**src/sv/cigsm_pkg.sv**
```systemverilog
// Package for the case-insensitive glob / substring name matcher.
// Holds character codes, register indexes, the cell control struct and the case fold.
// No dependencies.
`timescale 1ns / 1ps

package cigsm_pkg;

  localparam int PAT_MAX_DEF   = 32;
  localparam int NUM_PAT_WORDS = 4;
  localparam int WORD_W        = 64;
  localparam int PLEN_W        = 6;
  localparam int CFG_IDX_W     = 3;
  localparam int BYTE_W        = 8;

  localparam logic [BYTE_W-1:0] STAR_CHAR  = 8'h2A;
  localparam logic [BYTE_W-1:0] QMARK_CHAR = 8'h3F;
  localparam logic [BYTE_W-1:0] CASE_BIT   = 8'h20;
  localparam logic [BYTE_W-1:0] UPPER_A    = 8'h41;
  localparam logic [BYTE_W-1:0] UPPER_Z    = 8'h5A;
  localparam logic [BYTE_W-1:0] NUL_CHAR   = 8'h00;

  // register indexes on the config port
  localparam logic [CFG_IDX_W-1:0] REG_WILDCARD_MODE = 3'd0;
  localparam logic [CFG_IDX_W-1:0] REG_PATTERN_LEN   = 3'd1;
  localparam logic [CFG_IDX_W-1:0] REG_PATTERN_W0    = 3'd2;
  localparam logic [CFG_IDX_W-1:0] REG_PATTERN_W1    = 3'd3;
  localparam logic [CFG_IDX_W-1:0] REG_PATTERN_W2    = 3'd4;
  localparam logic [CFG_IDX_W-1:0] REG_PATTERN_W3    = 3'd5;

  // broadcast to every cell of the chain
  typedef struct packed {
    logic              glob;   // whole-name glob mode
    logic              load;   // reload length enables and start state after reset or a config change
    logic              step;   // a name byte is transferred this cycle
    logic              last;   // that byte ends the name
    logic [BYTE_W-1:0] fc;     // folded name byte
    logic [PLEN_W-1:0] plen;   // programmed pattern length
  } cell_ctrl_t;

  function automatic logic [BYTE_W-1:0] fold_letter(input logic [BYTE_W-1:0] c);
    logic [BYTE_W-1:0] r;
    r = c;
    if (c >= UPPER_A && c <= UPPER_Z) r = c | CASE_BIT;
    return r;
  endfunction

endpackage

```
**src/sv/cigsm_cell.sv**
```systemverilog
// One pattern position of the matcher chain: active bit, enable bit, byte compare.
// Hands the advance/closure bit, the leading-star bit and the length enable to its neighbor.
// Depends on cigsm_pkg.
`timescale 1ns / 1ps

module cigsm_cell import cigsm_pkg::*; #(
  parameter int IDX = 0
) (
  input  logic              clk,
  input  logic              rst,
  input  cell_ctrl_t        ctrl,
  input  logic [BYTE_W-1:0] pat_byte,
  input  logic              chain_in,     // new active bit for this position from the left
  input  logic              lead_in,      // start state bit for this position
  input  logic              en_chain_in,  // all positions to the left are inside the pattern
  input  logic              en_right,     // neighbor's enable
  output logic              chain_out,
  output logic              lead_out,
  output logic              en_chain_out,
  output logic              en,
  output logic              tail          // this is the last pattern byte and it completes
);

  localparam logic [PLEN_W-1:0] IDX_L = PLEN_W'(IDX);

  logic act;
  logic is_star;
  logic is_qmark;
  logic is_eq;
  logic pos;
  logic adv;
  logic cls;

  always_comb begin
    is_star  = (pat_byte == STAR_CHAR);
    is_qmark = (pat_byte == QMARK_CHAR);
    is_eq    = (fold_letter(pat_byte) == ctrl.fc);
    // a star keeps its own position alive in glob mode
    pos      = chain_in | (ctrl.glob & act & en & is_star);
    if (ctrl.glob) begin
      adv = act & en & ~is_star & (is_qmark | is_eq);
    end else begin
      adv = act & en & is_eq;
    end
    // star closure: an active star position also activates the next one
    cls          = ctrl.glob & pos & en & is_star;
    chain_out    = adv | cls;
    lead_out     = lead_in & ctrl.glob & en & is_star;
    tail         = en & ~en_right & chain_out;
    en_chain_out = en_chain_in & (ctrl.plen > IDX_L) & (pat_byte != NUL_CHAR);
  end

  always_ff @(posedge clk) begin
    if (rst) begin
      act <= 1'b0;
      en  <= 1'b0;
    end else if (ctrl.load) begin
      en  <= en_chain_out;
      act <= lead_in;
    end else if (ctrl.step) begin
      act <= ctrl.last ? lead_in : pos;
    end
  end

endmodule

```
**src/sv/case_insensitive_glob_or_substring_match.sv**
```systemverilog
// Top level of the case-insensitive glob / substring name matcher.
// Holds the config registers, the cell chain and the result registers.
// Depends on cigsm_pkg and cigsm_cell.
//
// Usage:
//   Name bytes arrive on the s_ stream, one per transfer; s_tlast marks the final
//   byte of a name. After that byte one result transfer leaves on the m_ stream,
//   m_tdata bit 0 = 1 on a match. Bytes without tlast give no result.
//   Config writes go over the cfg_ port (index 0 mode, 1 length, 2..5 pattern
//   words) and are meant only while no name is in progress. A write to a known
//   index restarts the name and holds s_tready low while the cell chain reloads
//   its length enables and start state. The result is registered and, unless an
//   earlier result is still held, valid the cycle after the last byte is taken.
//   Throughput: one byte per cycle while s_tready is high; every cell updates
//   its position in the same cycle, the longest path being the star-closure
//   ripple through PAT_MAX cells. A result held up by m_tready low parks the
//   next result in a skid register, so bytes keep flowing until a second name
//   ends; s_tready then stays low until the receiver takes the first result.
//   s_tready never looks at m_tready. Reset: registers clear (substring mode,
//   empty pattern) and the chain loads its start state before the first byte is taken.
`timescale 1ns / 1ps

module case_insensitive_glob_or_substring_match import cigsm_pkg::*; #(
  parameter int PAT_MAX = PAT_MAX_DEF
) (
  input  logic                 clk,
  input  logic                 rst,
  input  logic                 s_tvalid,
  output logic                 s_tready,
  input  logic [BYTE_W-1:0]    s_tdata,    // [7:0] text_byte
  input  logic                 s_tlast,    // last_byte
  output logic                 m_tvalid,
  input  logic                 m_tready,
  output logic [BYTE_W-1:0]    m_tdata,    // [0] matched, [7:1] zero
  input  logic                 cfg_valid,
  output logic                 cfg_ready,
  input  logic [CFG_IDX_W-1:0] cfg_index,
  input  logic [WORD_W-1:0]    cfg_data
);

  localparam logic [1:0] SETTLE_CYCLES = 2'd2;

  logic                    wildcard_mode;
  logic [PLEN_W-1:0]       pattern_length;
  logic [WORD_W-1:0]       pattern_word [NUM_PAT_WORDS];
  logic [1:0]              settle;
  logic                    found;
  logic                    matched;
  logic                    skid_valid;
  logic                    skid_matched;
  logic                    res_new;
  logic                    res_fire;
  logic                    out_fire;
  logic                    cfg_known;
  logic                    cfg_fire;
  logic                    in_fire;
  logic                    tail_any;
  cell_ctrl_t              ctrl;

  logic [PAT_MAX:0]        chain;
  logic [PAT_MAX:0]        lead;
  logic [PAT_MAX:0]        en_chain;
  logic [PAT_MAX:0]        en_vec;
  logic [PAT_MAX-1:0]      tail;

  assign cfg_ready = 1'b1;
  assign cfg_fire  = cfg_valid & cfg_ready;
  assign s_tready  = (settle == 2'd0) & ~skid_valid;
  assign in_fire   = s_tvalid & s_tready;
  assign res_fire  = in_fire & s_tlast;
  assign out_fire  = m_tvalid & m_tready;
  assign m_tdata   = {{(BYTE_W-1){1'b0}}, matched};
  assign tail_any  = |tail;
  assign res_new   = wildcard_mode ? tail_any : (found | tail_any);

  always_comb begin
    unique case (cfg_index)
      REG_WILDCARD_MODE, REG_PATTERN_LEN, REG_PATTERN_W0,
      REG_PATTERN_W1, REG_PATTERN_W2, REG_PATTERN_W3: cfg_known = 1'b1;
      default:                                        cfg_known = 1'b0;
    endcase
  end

  always_comb begin
    ctrl.glob = wildcard_mode;
    ctrl.load = (settle != 2'd0);
    ctrl.step = in_fire;
    ctrl.last = s_tlast;
    ctrl.fc   = fold_letter(s_tdata);
    ctrl.plen = pattern_length;
  end

  always_ff @(posedge clk) begin
    if (rst) begin
      wildcard_mode  <= 1'b0;
      pattern_length <= '0;
      for (int w = 0; w < NUM_PAT_WORDS; w++) pattern_word[w] <= '0;
    end else if (cfg_fire) begin
      unique case (cfg_index)
        REG_WILDCARD_MODE: wildcard_mode   <= cfg_data[0];
        REG_PATTERN_LEN:   pattern_length  <= cfg_data[PLEN_W-1:0];
        REG_PATTERN_W0:    pattern_word[0] <= cfg_data;
        REG_PATTERN_W1:    pattern_word[1] <= cfg_data;
        REG_PATTERN_W2:    pattern_word[2] <= cfg_data;
        REG_PATTERN_W3:    pattern_word[3] <= cfg_data;
        default: ;
      endcase
    end
  end

  // settle: chain reloads enables, then the start state that depends on them
  always_ff @(posedge clk) begin
    if (rst) begin
      settle     <= SETTLE_CYCLES;
      found      <= 1'b0;
      m_tvalid   <= 1'b0;
      skid_valid <= 1'b0;
    end else begin
      if (cfg_fire && cfg_known) begin
        settle <= SETTLE_CYCLES;
      end else if (settle != 2'd0) begin
        settle <= settle - 2'd1;
      end
      if (settle != 2'd0) begin
        found <= 1'b0;
      end else if (in_fire) begin
        found <= s_tlast ? 1'b0 : (found | (tail_any & ~wildcard_mode));
      end
      // skid only fills while m_tvalid is held, so it never overflows
      if (out_fire) begin
        m_tvalid   <= skid_valid | res_fire;
        skid_valid <= 1'b0;
      end else if (res_fire) begin
        m_tvalid   <= 1'b1;
        skid_valid <= m_tvalid;
      end
    end
  end

  always_ff @(posedge clk) begin
    if (out_fire || !m_tvalid) begin
      matched <= skid_valid ? skid_matched : res_new;
    end
    if (res_fire && m_tvalid && !out_fire) begin
      skid_matched <= res_new;
    end
  end

  // position 0 is always live in substring mode; start state begins at position 0
  assign chain[0]        = ~wildcard_mode;
  assign lead[0]         = 1'b1;
  assign en_chain[0]     = 1'b1;
  assign en_vec[PAT_MAX] = 1'b0;

  for (genvar i = 0; i < PAT_MAX; i++) begin : g_cell
    cigsm_cell #(
      .IDX (i)
    ) u_cell (
      .clk          (clk),
      .rst          (rst),
      .ctrl         (ctrl),
      .pat_byte     (pattern_word[i >> 3][(i & 7) * BYTE_W +: BYTE_W]),
      .chain_in     (chain[i]),
      .lead_in      (lead[i]),
      .en_chain_in  (en_chain[i]),
      .en_right     (en_vec[i+1]),
      .chain_out    (chain[i+1]),
      .lead_out     (lead[i+1]),
      .en_chain_out (en_chain[i+1]),
      .en           (en_vec[i]),
      .tail         (tail[i])
    );
  end

`ifndef NO_ASSERTIONS
  // a name byte without tlast never creates a result
  a_no_result_midname: assert property (@(posedge clk) disable iff (rst)
    (in_fire && !s_tlast && (!m_tvalid || m_tready)) |=> !m_tvalid)
    else $error("result produced without a last byte");

  // after every last byte m_tvalid is high the next cycle
  a_result_after_last: assert property (@(posedge clk) disable iff (rst)
    (in_fire && s_tlast) |=> m_tvalid)
    else $error("missing result after last byte");

  // a known config write blocks name bytes while the chain reloads
  a_cfg_settles: assert property (@(posedge clk) disable iff (rst)
    (cfg_fire && cfg_known) |=> (!s_tready ##1 !s_tready))
    else $error("input accepted during chain reload");

  // enables form a contiguous prefix of the chain
  a_en_prefix: assert property (@(posedge clk) disable iff (rst)
    (settle == 2'd0) |-> ($countones(en_vec[PAT_MAX-1:0] ^ (en_vec[PAT_MAX:1])) <= 1))
    else $error("pattern enables not a prefix");
`endif

endmodule

```
**config.mk**
```make
export PLATFORM = sky130hd
export DESIGN_NAME = case_insensitive_glob_or_substring_match
export DESIGN_NICKNAME = d
export VERILOG_FILES = /design/src/sv/cigsm_pkg.sv /design/src/sv/cigsm_cell.sv /design/src/sv/case_insensitive_glob_or_substring_match.sv
export SDC_FILE = /design/constraint.sdc
export NUM_CORES = 1
export LEC_CHECK = 0
export BUFFER_PORTS_ARGS = -buffer_cell sky130_fd_sc_hd__buf_4
export CORE_MARGIN = 1.5
export CORE_UTILIZATION = 30
export CTS_BUF_LIST = sky130_fd_sc_hd__clkbuf_8
export DETAILED_ROUTE_END_ITERATION = 8
export GPL_ROUTABILITY_DRIVEN = 0
export GPL_TIMING_DRIVEN = 0
export PLACE_DENSITY_LB_ADDON = 0.05
export SYNTH_ARGS = -nofsm -noshare
export SYNTH_HDL_FRONTEND = slang
export SYNTH_SLANG_ARGS = --single-unit
```
**constraint.sdc**
```tcl
create_clock -name clk -period 9.15 [get_ports clk]
set_input_delay 0.4575 -clock clk [delete_from_list [all_inputs] [get_ports clk]]
set_output_delay 0.4575 -clock clk [all_outputs]
set_load 0.005 [all_outputs]
```
==> results of run 1 <==
registers in the layout (all words and copies together), names as in the netlist, 2 cells and up:
name and flops:
pattern_word 256, settle 2, g_cell.u_cell.act 32, pattern_length 6, g_cell.u_cell.en 32
worst min-delay path by stage:
stage	from	endpoint	cells after the start
floorplan	g_cell[27].u_cell.act	g_cell[27].u_cell.act	2
global placement	found	found	2
detailed placement	found	found	2
CTS	cfg_index[1]	wildcard_mode	4
global route	cfg_data[47]	pattern_word[3][47]	2
finish	cfg_data[47]	pattern_word[2][47]	2
worst max-delay path: cells and delay by family (launching register included):
kind                   cells  cell delay, ps
AO/OA/AOI/OAI              5            1770
buffers and inverters      6            5300
flip-flops                 1             640
AND/OR/NAND/NOR            2             570
kinds of logic (layout without fill, tap and decap cells):
family                     count (synthesis)  after routing
buffers and inverters                    170            386
xor gates and xnor gates                 257            257
muxes                                     12             12
DFF                                      334            334
AOI/OAI and AO/OA                        431            431
and+or+nand+nor                         1171           1171
adders and majority gates                  1              1
other                                      2             10
metrics by stage:
stage | worst slack [ps] | util [%]
final | 628 | 35.0
after global routing | 814 | 35.0
after floorplan | 4690 | -
after CTS | 1040 | 35.0
after detailed placement | 1110 | 33.1
after global placement | 1080 | 32.8
where the power goes:
part	switching [mW]	total (mW)	internal [mW]	leakage, nW
clock	0.749	1.59	0.844	0.748
sequential	0.118	1.84	1.73	3.11
combinational	0.368	0.556	0.188	4.71
per-layer routing:
layer | GRT usage (%) | vias to the layer above | share of wire (%) | routed length (um)
met5 | 0 | - | 0 | 0
met4 | 9.81 | 0 | 3.6 | 3800
met3 | 5.82 | 177 | 8.5 | 9060
met2 | 45.4 | 1048 | 45 | 48500
met1 | 37.7 | 10300 | 43 | 45500
li1 | - | 9055 | - | -
Yosys cell counts, types with 58 or more instances:
| cell type | n | area share [%] |
|---|---|---|
| and2_1 | 270 | 7.8 |
| edfxtp_1 | 258 | 36 |
| nand2_1 | 177 | 3.1 |
| nor2_1 | 160 | 2.8 |
| a21oi_1 | 140 | 3.2 |
| xor2_1 | 137 | 5.6 |
| nor3_1 | 127 | 2.9 |
| xnor2_1 | 119 | 4.8 |
| nand3_1 | 106 | 2.5 |
| o21ai_0 | 79 | 1.8 |
| dfxtp_1 | 76 | 7.0 |
| nand4_1 | 74 | 2.1 |
| nor4_1 | 73 | 2.1 |
| clkbuf_1 | 61 | 1.1 |
| inv_1 | 58 | 1.0 |
cell type report:
cell class	count	area (um2)
tap	950	1190
antenna	2	5.00
clock inverter	55	335
multi-input combinational	1880	11600
clock buffer	72	991
buffer	112	547
sequential	334	9270
fill	7503	46400
inverter	58	218
timing repair buffer	89	796
timing repair:
| item | CTS | global route |
|---|---|---|
| hold buffers | 1 | 0 |
| hold endpoints to repair | 1 | 0 |
| buffers inserted | 0 | 0 |
==> flow_metrics.env, run 1 <==
export IMPL_status="finished with violations"
export IMPL_violations="max-capacitance violations, max-slew violations"
export IMPL_synth_cell_types=87
export IMPL_clk_path_buf_depth=3
export IMPL_cp_start_kind="flip-flop"
export IMPL_dp_cells=3422
export IMPL_async_flop_share_pct=0
export IMPL_rr_startpoint="wildcard_mode"
export IMPL_yosysWarningCount=0
export IMPL_worst_slew_pin_slew_ps=1490
export IMPL_cts_sinks=334
export IMPL_arrival_ps=9020
export IMPL_antenna_found_initial=4
export IMPL_slew_violations=1
export IMPL_dieArea_um2=73600
export IMPL_wl_per_cell_um=30.1
export IMPL_slowest_stage="clkbuf_1"
export IMPL_drtIter0Drc=2597
export IMPL_cp_max_fo=10
export IMPL_dpl_cell_area_um2=23700
export IMPL_rr_worst_depth=13
export IMPL_grt_max_degree=49
export IMPL_maxCapViolations=1
export IMPL_drive_above_1_share_pct=9.73
export IMPL_r2r_setup_slack_ps=630
export IMPL_core_area_um2=71400
export IMPL_worst_skew_pair_late_latency_ps=670
export IMPL_hold_class="primary input to flip-flop"
export IMPL_critPathCapture="matched"
export IMPL_die_x_um=271
export IMPL_synth_top_family_by_area="simple AND/OR/NAND/NOR gates"
export IMPL_grt_overflow=0
export IMPL_io_buffers=76
export IMPL_finalHoldViolations=0
export IMPL_synth_edf_count=258
export IMPL_firstDrtPassIters=6
export IMPL_grt_pass1_vias=19500
export IMPL_synth_xor_area_share_pct=10.5
export IMPL_powerDensity_nw_per_um2=160
export IMPL_final_cells=3552
export IMPL_hpwl_um=80300
export IMPL_final_cell_mix="and2_1, edfxtp_1, nand2_1"
export IMPL_wl_um=107000
export IMPL_final_min_clock_period_ps=8520
export IMPL_synth_area_um2=21600
export IMPL_finalCritPeriodShare_pct=93.1
export IMPL_final_cell_area_um2=25000
export IMPL_synth_fa_ha_area_share_pct=0.0579
export IMPL_num_vias=20600
export IMPL_setup_tns_ps=0
export IMPL_die_y_um=271
export IMPL_power_mw=3.99
export IMPL_cts_buffers=70
export IMPL_synth_compound_area_share_pct=12.9
export IMPL_setup_viol=0
export IMPL_rsz0062_at_grt="no"
export IMPL_avgViaCountPerCell=5.79
export IMPL_fin_nets=2627
export IMPL_synthCells=2378
export IMPL_synth_area_mux_share_pct=0.562
export IMPL_timing_fmax_ghz=0.117
export IMPL_cts_reportedPaths_clkPinSlew_ps=60
export IMPL_ant_nets=0
export IMPL_final_common_cell="and2_1"
export IMPL_cp_data_required_time_ps=9650
export IMPL_grt_pass1_wl_um=147000
export IMPL_crit_type="flip-flop to flip-flop"
export IMPL_ys_ff_latch=334
export IMPL_syn_avg_cell_area_um2=9.08
export IMPL_yosys_most_used_dff="edfxtp_1"
export IMPL_timing_slew_headroom_pct=-0.257
export IMPL_vdd_drop_max_uv=99.6
export IMPL_leakagePower_nw=8.57
export IMPL_skew_ps=36.5
export IMPL_synthToLayoutAreaGrowth_pct=15.8
export IMPL_rows=98
export IMPL_hold_ws_ps=103
export IMPL_drc=0
export IMPL_yosys_area_share_simple_pct=29.5
export IMPL_grt_usage_pct=28.3
export IMPL_cts_tree="yes"
export IMPL_crit_start="wildcard_mode"
export IMPL_slowest_delay_ps=1080
export IMPL_crit_chain="clkbuf_1 > clkbuf_1 > clkbuf_1 > clkbuf_1 > buf_1 > buf_1 > nand2_1 > o31ai_4 > o211ai_1 > a21o_1 > a21oi_1 > nor4_2 > a21oi_1"
export IMPL_io_pins=92
export IMPL_yosysSeqAreaShare_pct=42.9
export IMPL_r2r_end="matched"
export IMPL_start_util_pct=30.3
export IMPL_cts_resized=0
export IMPL_h_tree_depth=3
export IMPL_crit_path_frequent_cell="clkbuf_1"
export IMPL_end_kind="flip-flop"
export IMPL_cts_root_buffer="clkbuf_8"
Note: power is estimated with default switching activity, not from simulation.
==> run 2: changes to the inputs <==
--- a/config.mk
+++ b/config.mk
@@ -6,9 +6,10 @@
 export NUM_CORES = 1
 export LEC_CHECK = 0
 export BUFFER_PORTS_ARGS = -buffer_cell sky130_fd_sc_hd__buf_4
+export CELL_PAD_IN_SITES_DETAIL_PLACEMENT = 1
+export CELL_PAD_IN_SITES_GLOBAL_PLACEMENT = 2
 export CORE_MARGIN = 1.5
 export CORE_UTILIZATION = 30
-export CTS_BUF_LIST = sky130_fd_sc_hd__clkbuf_8
 export DETAILED_ROUTE_END_ITERATION = 8
 export GPL_ROUTABILITY_DRIVEN = 0
 export GPL_TIMING_DRIVEN = 0
==> flow_metrics.env, run 2 (synthesis results as in run 1) <==
export IMPL_cp_start_kind="flip-flop"
export IMPL_whs_path_depth=2
export IMPL_timing_fmax_ghz=0.116
export IMPL_start_util_pct=30.3
export IMPL_crit_type="flip-flop to flip-flop"
export IMPL_timing_final_ws_setup_ps=529
export IMPL_cp_max_fo=10
export IMPL_final_cell_mix="and2_1, edfxtp_1, nand2_1"
export IMPL_cp_data_required_time_ps=9590
export IMPL_grt_pass1_wl_um=158000
export IMPL_hpwl_um=87200
export IMPL_drtIter0Drc=2011
export IMPL_rsz0062_at_grt="no"
export IMPL_num_vias=20500
export IMPL_hold_buffers=0
export IMPL_finalCritPeriodShare_pct=94.2
export IMPL_antenna_found_initial=4
export IMPL_cts_resized=0
export IMPL_drive_above_1_share_pct=9.21
export IMPL_status="complete, no violations"
export IMPL_fin_nets=2600
export IMPL_dieArea_um2=73600
export IMPL_h_tree_depth=2
export IMPL_r2r_setup_slack_ps=530
export IMPL_top_regs="pattern_word (256), g_cell.u_cell.act (32), g_cell.u_cell.en (32)"
export IMPL_cts_root_buffer="clkbuf_16"
export IMPL_worst_skew_pair_late_latency_ps=610
export IMPL_leakagePower_nw=8.53
export IMPL_synthToLayoutAreaGrowth_pct=16.4
export IMPL_grt_usage_pct=30.5
export IMPL_arrival_ps=9060
export IMPL_fill_cells=8233
export IMPL_end_kind="flip-flop"
export IMPL_slew_violations=0
export IMPL_avgViaCountPerCell=5.84
export IMPL_io_buffers=76
export IMPL_setup_tns_ps=0
export IMPL_cts_buffers=43
export IMPL_grt_max_degree=34
export IMPL_rr_worst_depth=13
export IMPL_hold_class="primary input to flip-flop"
export IMPL_ant_nets=0
export IMPL_final_cell_area_um2=25100
export IMPL_wl_per_cell_um=32.6
export IMPL_core_area_um2=71400
export IMPL_cts_sinks=334
export IMPL_drc=0
export IMPL_final_common_cell="and2_1"
export IMPL_power_mw=4.24
export IMPL_die_y_um=271
export IMPL_largest_reg_flops=256
export IMPL_cts_reportedPaths_clkPinSlew_ps=60
export IMPL_pre_cts_ws_ps=880
export IMPL_registers_top_by_ff_count="pattern_word"
export IMPL_firstDrtPassIters=5
export IMPL_dpl_cell_area_um2=23700
export IMPL_wl_um=114000
export IMPL_final_min_clock_period_ps=8620
export IMPL_post_cts_buffers=0
export IMPL_rows=98
export IMPL_clk_path_buf_depth=3
export IMPL_io_pins=92
export IMPL_worst_slew_pin_slew_ps=1310
export IMPL_finalHoldViolations=0
export IMPL_timing_slew_headroom_pct=11.8
export IMPL_maxCapViolations=0
export IMPL_die_x_um=271
export IMPL_vdd_drop_max_uv=123
export IMPL_skew_ps=31.8
export IMPL_grt_overflow=0
export IMPL_cts_tree="yes"
export IMPL_powerDensity_nw_per_um2=169
export IMPL_setup_viol=0
export IMPL_grt_pass1_vias=20400
[run 2: changes by cell type in the layout (fill, tap and decap cells not counted), sizes merged]
cell | before | now
clkbuf | 134 | 113
inv | 81 | 60
clkinv | 26 | 15
bufinv | 4 | 7
clkinvlp | 2 | 4
buf | 138 | 139
diode | 2 | 1
dlygate4sd3 | 1 | 0
[run 2: area by class of cell]
type	instances	area, um2	share of cell area [%]
multi-input combinational	1880	11600	46.3
buffer	112	547	2.17
clock inverter	28	340	1.35
timing repair buffer	89	802	3.19
inverter	58	218	0.866
tap	950	1190	4.73
sequential	334	9270	36.9
clock buffer	51	1130	4.48
antenna	1	2.50	0.00995
[run 2: worst paths after layout]
kind	startpoint	endpoint
hold / removal	m_tready	skid_valid
setup reg to reg	wildcard_mode	matched
setup / recovery	wildcard_mode	matched
hold reg to reg	g_cell[27].u_cell.act	g_cell[27].u_cell.act
[run 2: metal layers]
layer | track usage (%) | up-vias | routed length, um
met5 | 0 | - | 13
met4 | 13.9 | 2 | 5790
met3 | 5.01 | 191 | 7480
met2 | 47.0 | 824 | 50000
met1 | 41.7 | 10500 | 50900
li1 | - | 8989 | -
[run 2: power breakdown]
group          total, mW  leakage, nW  internal [mW]  switching (mW)
combinational      0.575         4.71          0.188           0.386
sequential          1.84         3.11           1.72           0.118
clock               1.83        0.707           1.08           0.746
[run 2: worst max-delay path, stage by stage (launching register included)]
cell	delay, ps
dfxtp_1	720
clkbuf_1	980
clkbuf_1	780
clkbuf_1	900
clkbuf_1	990
buf_1	900
buf_1	760
nand2_1	360
o31ai_4	460
o31ai_1	210
a21o_1	250
a211oi_1	650
nor4_2	240
a21oi_1	200
[run 2: through the flow]
step                      hold slack, ps  utilization (%)  cells
after floorplan                      433                -   2384
after global placement               445             32.8   3410
after detailed placement             461             33.2   3423
after CTS                           45.9             35.2   3502
after global routing                55.7             35.2   3502
final                               68.1             35.2   3503
==> run 3: changes to the inputs <==
--- a/config.mk
+++ b/config.mk
@@ -5,7 +5,7 @@
 export SDC_FILE = /design/constraint.sdc
 export NUM_CORES = 1
 export LEC_CHECK = 0
-export BUFFER_PORTS_ARGS = -buffer_cell sky130_fd_sc_hd__buf_4
+export BUFFER_PORTS_ARGS = -buffer_cell sky130_fd_sc_hd__buf_2
 export CELL_PAD_IN_SITES_DETAIL_PLACEMENT = 1
 export CELL_PAD_IN_SITES_GLOBAL_PLACEMENT = 2
 export CORE_MARGIN = 1.5
@@ -14,6 +14,7 @@
 export GPL_ROUTABILITY_DRIVEN = 0
 export GPL_TIMING_DRIVEN = 0
 export PLACE_DENSITY_LB_ADDON = 0.05
+export REMOVE_ABC_BUFFERS = 1
 export SYNTH_ARGS = -nofsm -noshare
 export SYNTH_HDL_FRONTEND = slang
 export SYNTH_SLANG_ARGS = --single-unit
==> flow_metrics.env, run 3 (synthesis results as in run 1) <==
export IMPL_grt_pass1_wl_um=138000
export IMPL_fill_cells=8156
export IMPL_power_switching_mw=1.16
export IMPL_slew_violations=0
export IMPL_finalCritPeriodShare_pct=78.6
export IMPL_die_x_um=271
export IMPL_die_y_um=271
export IMPL_grt_max_degree=62
export IMPL_timing_final_ws_setup_ps=1960
export IMPL_maxCapViolations=0
export IMPL_final_min_clock_period_ps=7190
export IMPL_crit_type="flip-flop to flip-flop"
export IMPL_drtIter0Drc=1267
export IMPL_timing_slew_headroom_pct=7.86
export IMPL_clk_path_buf_depth=3
export IMPL_holdPathEnd="skid_valid"
export IMPL_whs_path_depth=2
export IMPL_io_pins=92
export IMPL_start_util_pct=30.3
export IMPL_final_cell_mix="and2_1, edfxtp_1, nand2_1"
export IMPL_power_mw=4.11
export IMPL_p_int_mw=2.95
export IMPL_end_kind="flip-flop"
export IMPL_avgViaCountPerCell=5.57
export IMPL_hold_class="primary input to flip-flop"
export IMPL_p_seq_share_pct=44.7
export IMPL_min_from="m_tready"
export IMPL_timing_fmax_ghz=0.139
export IMPL_fin_nets=2512
export IMPL_io_buffers=83
export IMPL_swShare_pct=28.1
export IMPL_cts_root_buffer="clkbuf_16"
export IMPL_rr_worst_depth=13
export IMPL_registers_top_by_ff_count="pattern_word"
export IMPL_wl_per_cell_um=28.0
export IMPL_ant_nets=0
export IMPL_cts_tree="yes"
export IMPL_rsz0062_at_grt="no"
export IMPL_synthToLayoutAreaGrowth_pct=15.1
export IMPL_grt_pass1_vias=19500
export IMPL_p_clk_share_pct=42.9
export IMPL_combPwrFrac_pct=12.3
export IMPL_r2r_setup_slack_ps=1960
export IMPL_vdd_drop_max_uv=104
export IMPL_arrival_ps=7690
export IMPL_worst_skew_pair_late_latency_ps=580
export IMPL_post_cts_buffers=0
export IMPL_hold_buffers=0
export IMPL_cts_sinks=334
export IMPL_largest_reg_flops=256
export IMPL_final_cells=3414
export IMPL_cp_max_fo=19
export IMPL_setup_viol=0
export IMPL_finalHoldViolations=0
export IMPL_grt_usage_pct=25.6
export IMPL_rows=98
export IMPL_final_common_cell="and2_1"
export IMPL_skew_ps=21.0
export IMPL_utilization_pct=34.8
export IMPL_dp_cells=3335
export IMPL_hpwl_um=72800
export IMPL_dieArea_um2=73600
export IMPL_core_area_um2=71400
export IMPL_cp_data_required_time_ps=9650
export IMPL_cts_buffers=43
export IMPL_num_vias=19000
export IMPL_grt_overflow=0
export IMPL_firstDrtPassIters=6
export IMPL_pre_cts_ws_ps=2040
export IMPL_antenna_found_initial=2
export IMPL_top_regs="pattern_word (256), g_cell.u_cell.act (32), g_cell.u_cell.en (32)"
export IMPL_worst_slew_pin_slew_ps=1380
export IMPL_cts_resized=0
export IMPL_powerDensity_nw_per_um2=165
export IMPL_drive_above_1_share_pct=8.93
export IMPL_leakagePower_nw=8.38
export IMPL_hold_ws_ps=92.2
export IMPL_drc=0
export IMPL_cts_reportedPaths_clkPinSlew_ps=60
export IMPL_cp_start_kind="flip-flop"
export IMPL_status="complete, no violations"
export IMPL_r2r_end="g_cell[31].u_cell.en"
export IMPL_h_tree_depth=2
export IMPL_rr_startpoint="pattern_length[5]"
export IMPL_wl_um=95600
[run 3: changes by cell type in the layout (fill, tap and decap cells not counted), sizes merged]
cell,previous run,this run
clkbuf,113,54
buf,139,113
clkinv,15,14
clkinvlp,4,5
bufinv,7,5
inv,60,58
[run 3: worst max path at each step]
| stage | from | to | slack (ps) | depth (start not counted) |
|---|---|---|---|---|
| 4_1_cts | pattern_length[5] | g_cell[31].u_cell.en | 2010 | 13 |
| 3_3_place_gp | s_tdata[2] | skid_matched | -280 | 15 |
| 2_1_floorplan | wildcard_mode | skid_matched | 4630 | 13 |
| 6_report | pattern_length[5] | g_cell[31].u_cell.en | 1960 | 13 |
| 5_1_grt | pattern_length[5] | g_cell[31].u_cell.en | 1790 | 13 |
| 3_5_place_dp | pattern_length[5] | g_cell[31].u_cell.en | 2040 | 13 |
[run 3: power by group through the flow]
stage / logic [mW] / clock network (mW) / registers [mW]
floorplan: 0.270 / 0 / 1.84
global placement: 0.462 / 0 / 1.88
detailed placement: 0.508 / 0 / 1.87
CTS: 0.511 / 1.80 / 1.84
global route: 0.547 / 1.85 / 1.85
finish: 0.507 / 1.76 / 1.84
[run 3: final cells by class]
class | instances | area [um2] | area share [%]
clock buffer | 54 | 1170 | 4.71
antenna | 1 | 2.50 | 0.0101
multi-input combinational | 1880 | 11700 | 47.0
timing repair buffer | 113 | 1050 | 4.23
clock inverter | 24 | 254 | 1.02
tap | 950 | 1190 | 4.78
sequential | 334 | 9270 | 37.3
inverter | 58 | 218 | 0.876
[run 3: metal layers]
metal	routed length [um]	global-route usage (%)
met4	2230	6.20
met2	46000	43.8
met3	3400	2.64
met1	43900	34.5
met5	13	0
[run 3: metrics by stage]
step | TNS, ps | cell area, um2
after global routing | 0 | 24800
after detailed placement | 0 | 23400
after global placement | -502 | 22700
after CTS | 0 | 24800
after floorplan | 0 | 21100
final | 0 | 24800
[run 3: worst max-delay path, stage by stage (launching register included)]
cell	delay, ps
dfxtp_1	1150
or3_1	430
o221ai_1	430
a2111oi_2	720
and3_1	460
nand3_1	280
nand3b_1	440
or3_1	500
nand4bb_1	490
nand3b_4	350
nor4_4	740
nand2_1	310
or3_1	570
o22ai_1	190
